[src/hdl/law_pkg.sv]
// shared types and constants for the lattice aggregation walker step block
// no dependencies; compiled first

package law_pkg;

  // default sizes handed to the top level parameters
  localparam int DEF_GRID_SIDE    = 256;
  localparam int DEF_WALKER_COUNT = 1024;

  // cells probed around a walker, plus its own cell
  localparam int NEIGHBOURS = 8;
  localparam int STAMP_W    = 24;

  // command codes
  typedef enum logic [1:0] {
    CMD_PLACE = 2'd0,
    CMD_STEP  = 2'd1,
    CMD_READ  = 2'd2
  } cmd_e;

  // step direction codes
  typedef enum logic [2:0] {
    DIR_XP   = 3'd0,
    DIR_XM   = 3'd1,
    DIR_YP   = 3'd2,
    DIR_YM   = 3'd3,
    DIR_XPYP = 3'd4,
    DIR_XPYM = 3'd5,
    DIR_XMYP = 3'd6,
    DIR_XMYM = 3'd7
  } dir_e;

  // input word
  typedef struct packed {
    logic [1:0]         command;
    logic [9:0]         walker_index;
    logic [7:0]         pos_x;
    logic [7:0]         pos_y;
    logic [2:0]         direction;
    logic [STAMP_W-1:0] stamp;
  } item_t;

  // result word
  typedef struct packed {
    logic [7:0]         walker_x;
    logic [7:0]         walker_y;
    logic               walker_active;
    logic               stuck;
    logic [STAMP_W-1:0] cell_value;
  } result_t;

  // commands from controller to datapath
  typedef struct packed {
    logic clr_en;
    logic load;
    logic resolve;
    logic probe;
    logic finish;
  } ctl_t;

  // status from datapath to controller
  typedef struct packed {
    logic clr_last;
    logic pending;
    logic pipe_busy;
  } stat_t;

endpackage

[src/hdl/law_ctrl.sv]
// controller state machine for the lattice aggregation walker step block
// depends on law_pkg (ctl_t, stat_t)

module law_ctrl (
  input  logic          clk_i,
  input  logic          rst_ni,
  input  logic          start_i,
  input  law_pkg::stat_t stat_i,
  output law_pkg::ctl_t  ctl_o,
  output logic          busy_o
);
  import law_pkg::*;

  typedef enum logic [4:0] {
    S_CLEAR = 5'b00001,
    S_IDLE  = 5'b00010,
    S_WALK  = 5'b00100,
    S_PROBE = 5'b01000,
    S_FIN   = 5'b10000
  } state_e;

  state_e state_q, state_d;

  // next state and command decode
  always_comb begin
    state_d = state_q;
    ctl_o   = '0;
    case (state_q)
      S_CLEAR: begin
        ctl_o.clr_en = 1'b1;
        if (stat_i.clr_last) state_d = S_IDLE;
      end
      S_IDLE: begin
        if (start_i) begin
          ctl_o.load = 1'b1;
          state_d    = S_WALK;
        end
      end
      S_WALK: begin
        ctl_o.resolve = 1'b1;
        state_d       = S_PROBE;
      end
      S_PROBE: begin
        ctl_o.probe = 1'b1;
        if (!stat_i.pending && !stat_i.pipe_busy) state_d = S_FIN;
      end
      S_FIN: begin
        ctl_o.finish = 1'b1;
        state_d      = S_IDLE;
      end
      default: state_d = S_CLEAR;
    endcase
  end

  // state register, clearing pass runs after reset
  always_ff @(posedge clk_i or negedge rst_ni) begin
    if (!rst_ni) begin
      state_q <= S_CLEAR;
    end else begin
      state_q <= state_d;
    end
  end

  assign busy_o = (state_q != S_IDLE);

endmodule

[config.mk]
export PLATFORM = sky130hd
export DESIGN_NAME = law_ctrl
export DESIGN_NICKNAME = d
export VERILOG_FILES = /design/src/hdl/law_pkg.sv /design/src/hdl/law_ctrl.sv
export SDC_FILE = /design/constraint.sdc
export NUM_CORES = 1
export LEC_CHECK = 0
export BUFFER_PORTS_ARGS = -buffer_cell sky130_fd_sc_hd__clkbuf_2
export CAP_MARGIN = 10
export CORE_AREA = 2 2 39 41
export CTS_CLUSTER_SIZE = 28
export DETAILED_ROUTE_END_ITERATION = 10
export DIE_AREA = 0 0 41 43
export GPL_TIMING_DRIVEN = 0
export HOLD_SLACK_MARGIN = 0.1
export PLACE_DENSITY = 0.53
export SYNTH_ARGS = -nofsm -noshare
export SYNTH_HDL_FRONTEND = slang
export SYNTH_SLANG_ARGS = --single-unit
[constraint.sdc]
create_clock -name clk_i -period 1.9 [get_ports clk_i]
set_input_delay 0 -clock clk_i [delete_from_list [all_inputs] [get_ports clk_i]]
set_output_delay 0 -clock clk_i [all_outputs]
set_load 0.01 [all_outputs]
# [Yosys cells after proc, flatten, opt, wreduce, memory -nomap -nowiden]
# Cells that the tools add are included.
[classes] reduce_logical=4 n_eq_ne=9 muxes=10
[op_table] operator="case mux 5 bit (5 select lines)" count=1
[op_table] operator="2-to-1 mux 5 bit" count=3
[op_table] operator="2-to-1 mux 1 bit" count=6
[op_table] operator="!= test 2 bit, second input constant" count=3
[op_table] operator="== test 5 x 1 -> 1 bit, second input constant" count=1
[op_table] operator="== test 5 x 2 -> 1 bit, second input constant" count=1
[op_table] operator="== test 5 x 3 -> 1 bit, second input constant" count=1
[op_table] operator="== test 5 x 4 -> 1 bit, second input constant" count=1
[op_table] operator="== test 5 bit, second input constant" count=1
[op_table] operator="!= test 5 x 2 -> 1 bit, second input constant" count=1
[op_table] operator="AND reduction 3 bit" count=1
[op_table] operator="zero test 1 bit" count=2
[op_table] operator="logical AND 1 bit" count=1
[totals] ff_bits=5 input_bits=6

# [Depth between registers and ports, before layout]
[depth] word_depth=4 ltp_mapped=3 depth_no_buf=3

# [Worst setup path before layout]
# OpenSTA, ideal clock, no wires.
[synth_timing] path_type="flip-flop to flip-flop" from="register state_q[4]" to="register state_q[0]" path_buffers=0 synth_period_minus_slack_ns=1.359 stages_incl_launch_ff=4 setup_slack_ns=0.541 t_arrival_ns=1.281 setup_time_ns=0.078 path_cell_list="dfrtp_1 -> or3b_1 -> or3_4 -> and3_1"
[synth_between] elab_chain_len=3
[synth_rtl] item="start: declaration" line="law_ctrl.sv:22" source="state_e state_q, state_d;"
[synth_rtl] item="start signal: assignment" line="law_ctrl.sv:60" source="state_q <= state_d;"
[synth_rtl] item="== test 5 x 4 -> 1 bit, or another cell as far along" line="law_ctrl.sv:28" source="case (state_q)"
[synth_rtl] item="!= test 2 bit (no source line)"
[synth_rtl] item="AND reduction 3 bit (no source line)"
# Parallel ways exist; a longest one is shown, timed or not.
# A chain may end at the register's enable or synchronous reset.

==> impl_metrics.toml <==
[synthesis]
synth_top_cell_by_area = "dfrtp_1"
synth_edf_count = 0
ys_seq_elements = 5
netlist.area_leader.share_pct = 33.1
synth_cells = 33
yosysMostFrequentCell = "nor2_1"
ys.flop_type = "dfrtp_1"
syn-num-nets = 39
synth_common_cells = "nor2_1 (7), dfrtp_1 (4), and3_1 (2), nor3b_1 (2), o21ai_0 (2)"
ys_seq_area_share_pct = 41.7
syn_area_sq_um = 303
synth.area.top_cells = "dfrtp_1 (33%), dfstp_2 (8.7%), nor2_1 (8.7%)"
synth_cell_types = 21
ys_async_sr_fraction_pct = 100
avgSynthCellArea_sq_um = 9.18
ys_warn_count = 0

[grt]
antenna_found_initial = 0
grt_max_degree = 8
grt_pass1_wl_microns = 993
grt_usage_pct = 8.90
grt_pass1_vias = 262
gr-total-overflow = 0

[finish]
stdcell_area_sq_um = 444
largest_reg_flops = 5
area_delta_synth_final_pct = 46.7
antenna_cells = 0
nets = 59
drive_gt1_share_pct = 38.5
top_regs = "state_q (5)"
fin_cells = 68
regMostFlops = "state_q"

[clock_network]
hold_buffers = 4
post_cts.repair.setup_buffers = 0
clk_latency_ns = 0.24
postCtsResizedCells = 0
htreeDepth = 1
cts_tree = "yes"
root_buffer = "clkbuf_4"
cts_buffer_depth = 2
clkSinkCount = 5
clk_pin_slew_ns = 0.04
cts_made_buffers = 3

[routing]
via_per_inst = 4.21
ant_nets = 0
vias = 286
drc = 0
wl_microns = 661
wl_per_cell_microns = 9.72
drt_pass1_iterations = 3
drt_iter0_markers = 4

[setup_path]
crit_fanout = 7
critPathCaptureType = "output pin"
worstSetupPathType = "flip-flop to output pin"
crit_arrival_ns = 1.64
crit_path_start_kind = "flip-flop"
critPathRequiredTime_ns = 1.90

[die]
fp.dieArea_sq_um = 1760
die-height_microns = 43
fp.dieW_microns = 41
pin_count = 12
rows = 14
core_area_sq_um = 1380
start_util_pct = 21.9

[outcome]
status = "complete, no violations"

[power_and_ir_drop]
switching_share_pct = 32.0
seqPwrFrac_pct = 38.0
p_clk_share_pct = 26.5
p_switching_uw = 143
power.density_nw_per_um2 = 1000
p_comb_share_pct = 35.5
p_int_uw = 303
leakagePower_nw = 0.213
ir_drop_mv = 0.344

[timing]
fmax_mhz = 609
hold_violations = 0
setup_tns_ns = 0
fin_crit_ns = 1.64
maxSlewViolCount = 0
tightest_slew_ns = 0.244
finClkSkew_ns = 0.00205
setup_viol = 0
relSlewSlack_pct = 83.7
rsz0062_at_grt = "false"
finalCritPeriodShare_pct = 86.4

[placement]
place.gp.congestion = 0.658
placement.io_buffers = 11
postPlaceCellArea_sq_um = 378
placed_cells = 60
place_hpwl_microns = 484

[job]
maxCapViolCount = 0

[hold_path]
hold_path_class = "input port to async pin"
-- final cells by class --
cell class                 count  area [sq um]
fill                         150           940
buffer                         1          7.51
timing repair buffer          15          95.1
inverter                       1          3.75
sequential                     5           126
tap                           16          20.0
clock buffer                   4          26.3
multi-input combinational     26           165
-- stage by stage --
step	hold slack (ns)	total power [mW]	util, %	setup WS (ns)
detailed placement	-0.181	0.324	27.3	0.502
global placement	-0.182	0.325	27.3	0.503
CTS	0.111	0.456	32.1	0.246
global route	0.134	0.488	32.1	0.167
finish	0.119	0.446	32.1	0.258
floorplan	-0.296	0.272	-	0.541
-- placed cells by master (no fill, tap or decap), types with 2 or more instances in the layout --
cell type and count:
and3_1 2, clkbuf_2 11, dlygate4sd3_1 4, o21ai_0 2, nor3b_1 2, clkbuf_4 3, nor2_1 7, dfrtp_1 4
-- worst paths after layout --
kind	start	end	slack (ns)	cells past startpoint
min in group clk_i	stat_i[2]	state_q[1]$_DFFE_PN0P_	0.24	3
setup reg to reg	state_q[4]$_DFFE_PN0P_	state_q[0]$_DFFE_PN1P_	0.49	3
hold reg to reg	state_q[2]$_DFFE_PN0P_	state_q[3]$_DFFE_PN0P_	0.65	2
max in group asynchronous	rst_ni	state_q[0]$_DFFE_PN1P_	1.57	2
setup / recovery	state_q[4]$_DFFE_PN0P_	ctl_o[3]	0.26	4
hold / removal	rst_ni	state_q[3]$_DFFE_PN0P_	0.12	2
-- cells by family (layout without fill, tap and decap cells) --
group | count (synthesis) | count (layout) | share of synthesized area, %
XOR/XNOR | 1 | 1 | 2.89
AO/OA/AOI/OAI | 5 | 5 | 10.3
AND/OR/NAND/NOR | 20 | 20 | 41.3
flip-flops | 5 | 5 | 41.7
buffers and inverters | 2 | 21 | 3.72
-- critical path, cell delays in order, from the launching register on --
cell,delay [ns]
dfrtp_1,0.43
or3b_1,0.39
or3_4,0.36
nor2_1,0.09
clkbuf_2,0.13
-- power by group through the flow --
stage / logic, mW / registers [mW] / clock network (mW)
CTS: 0.161 / 0.169 / 0.126
detailed placement: 0.154 / 0.170 / 0
floorplan: 0.110 / 0.162 / 0
finish: 0.158 / 0.170 / 0.118
global route: 0.181 / 0.174 / 0.132
global placement: 0.153 / 0.172 / 0
-- metal layers --
metal / routed length (microns) / part of all wire, % / track usage, % / vias up
met3: 30 / 4.5 / 3.14 / 0
met1: 314 / 48 / 9.21 / 127
met5: 0 / 0 / 0 / -
met2: 316 / 48 / 13.1 / 7
li1: - / - / - / 152
met4: 0 / 0 / 8.00 / 0
Power figures use the tool's default switching activity.
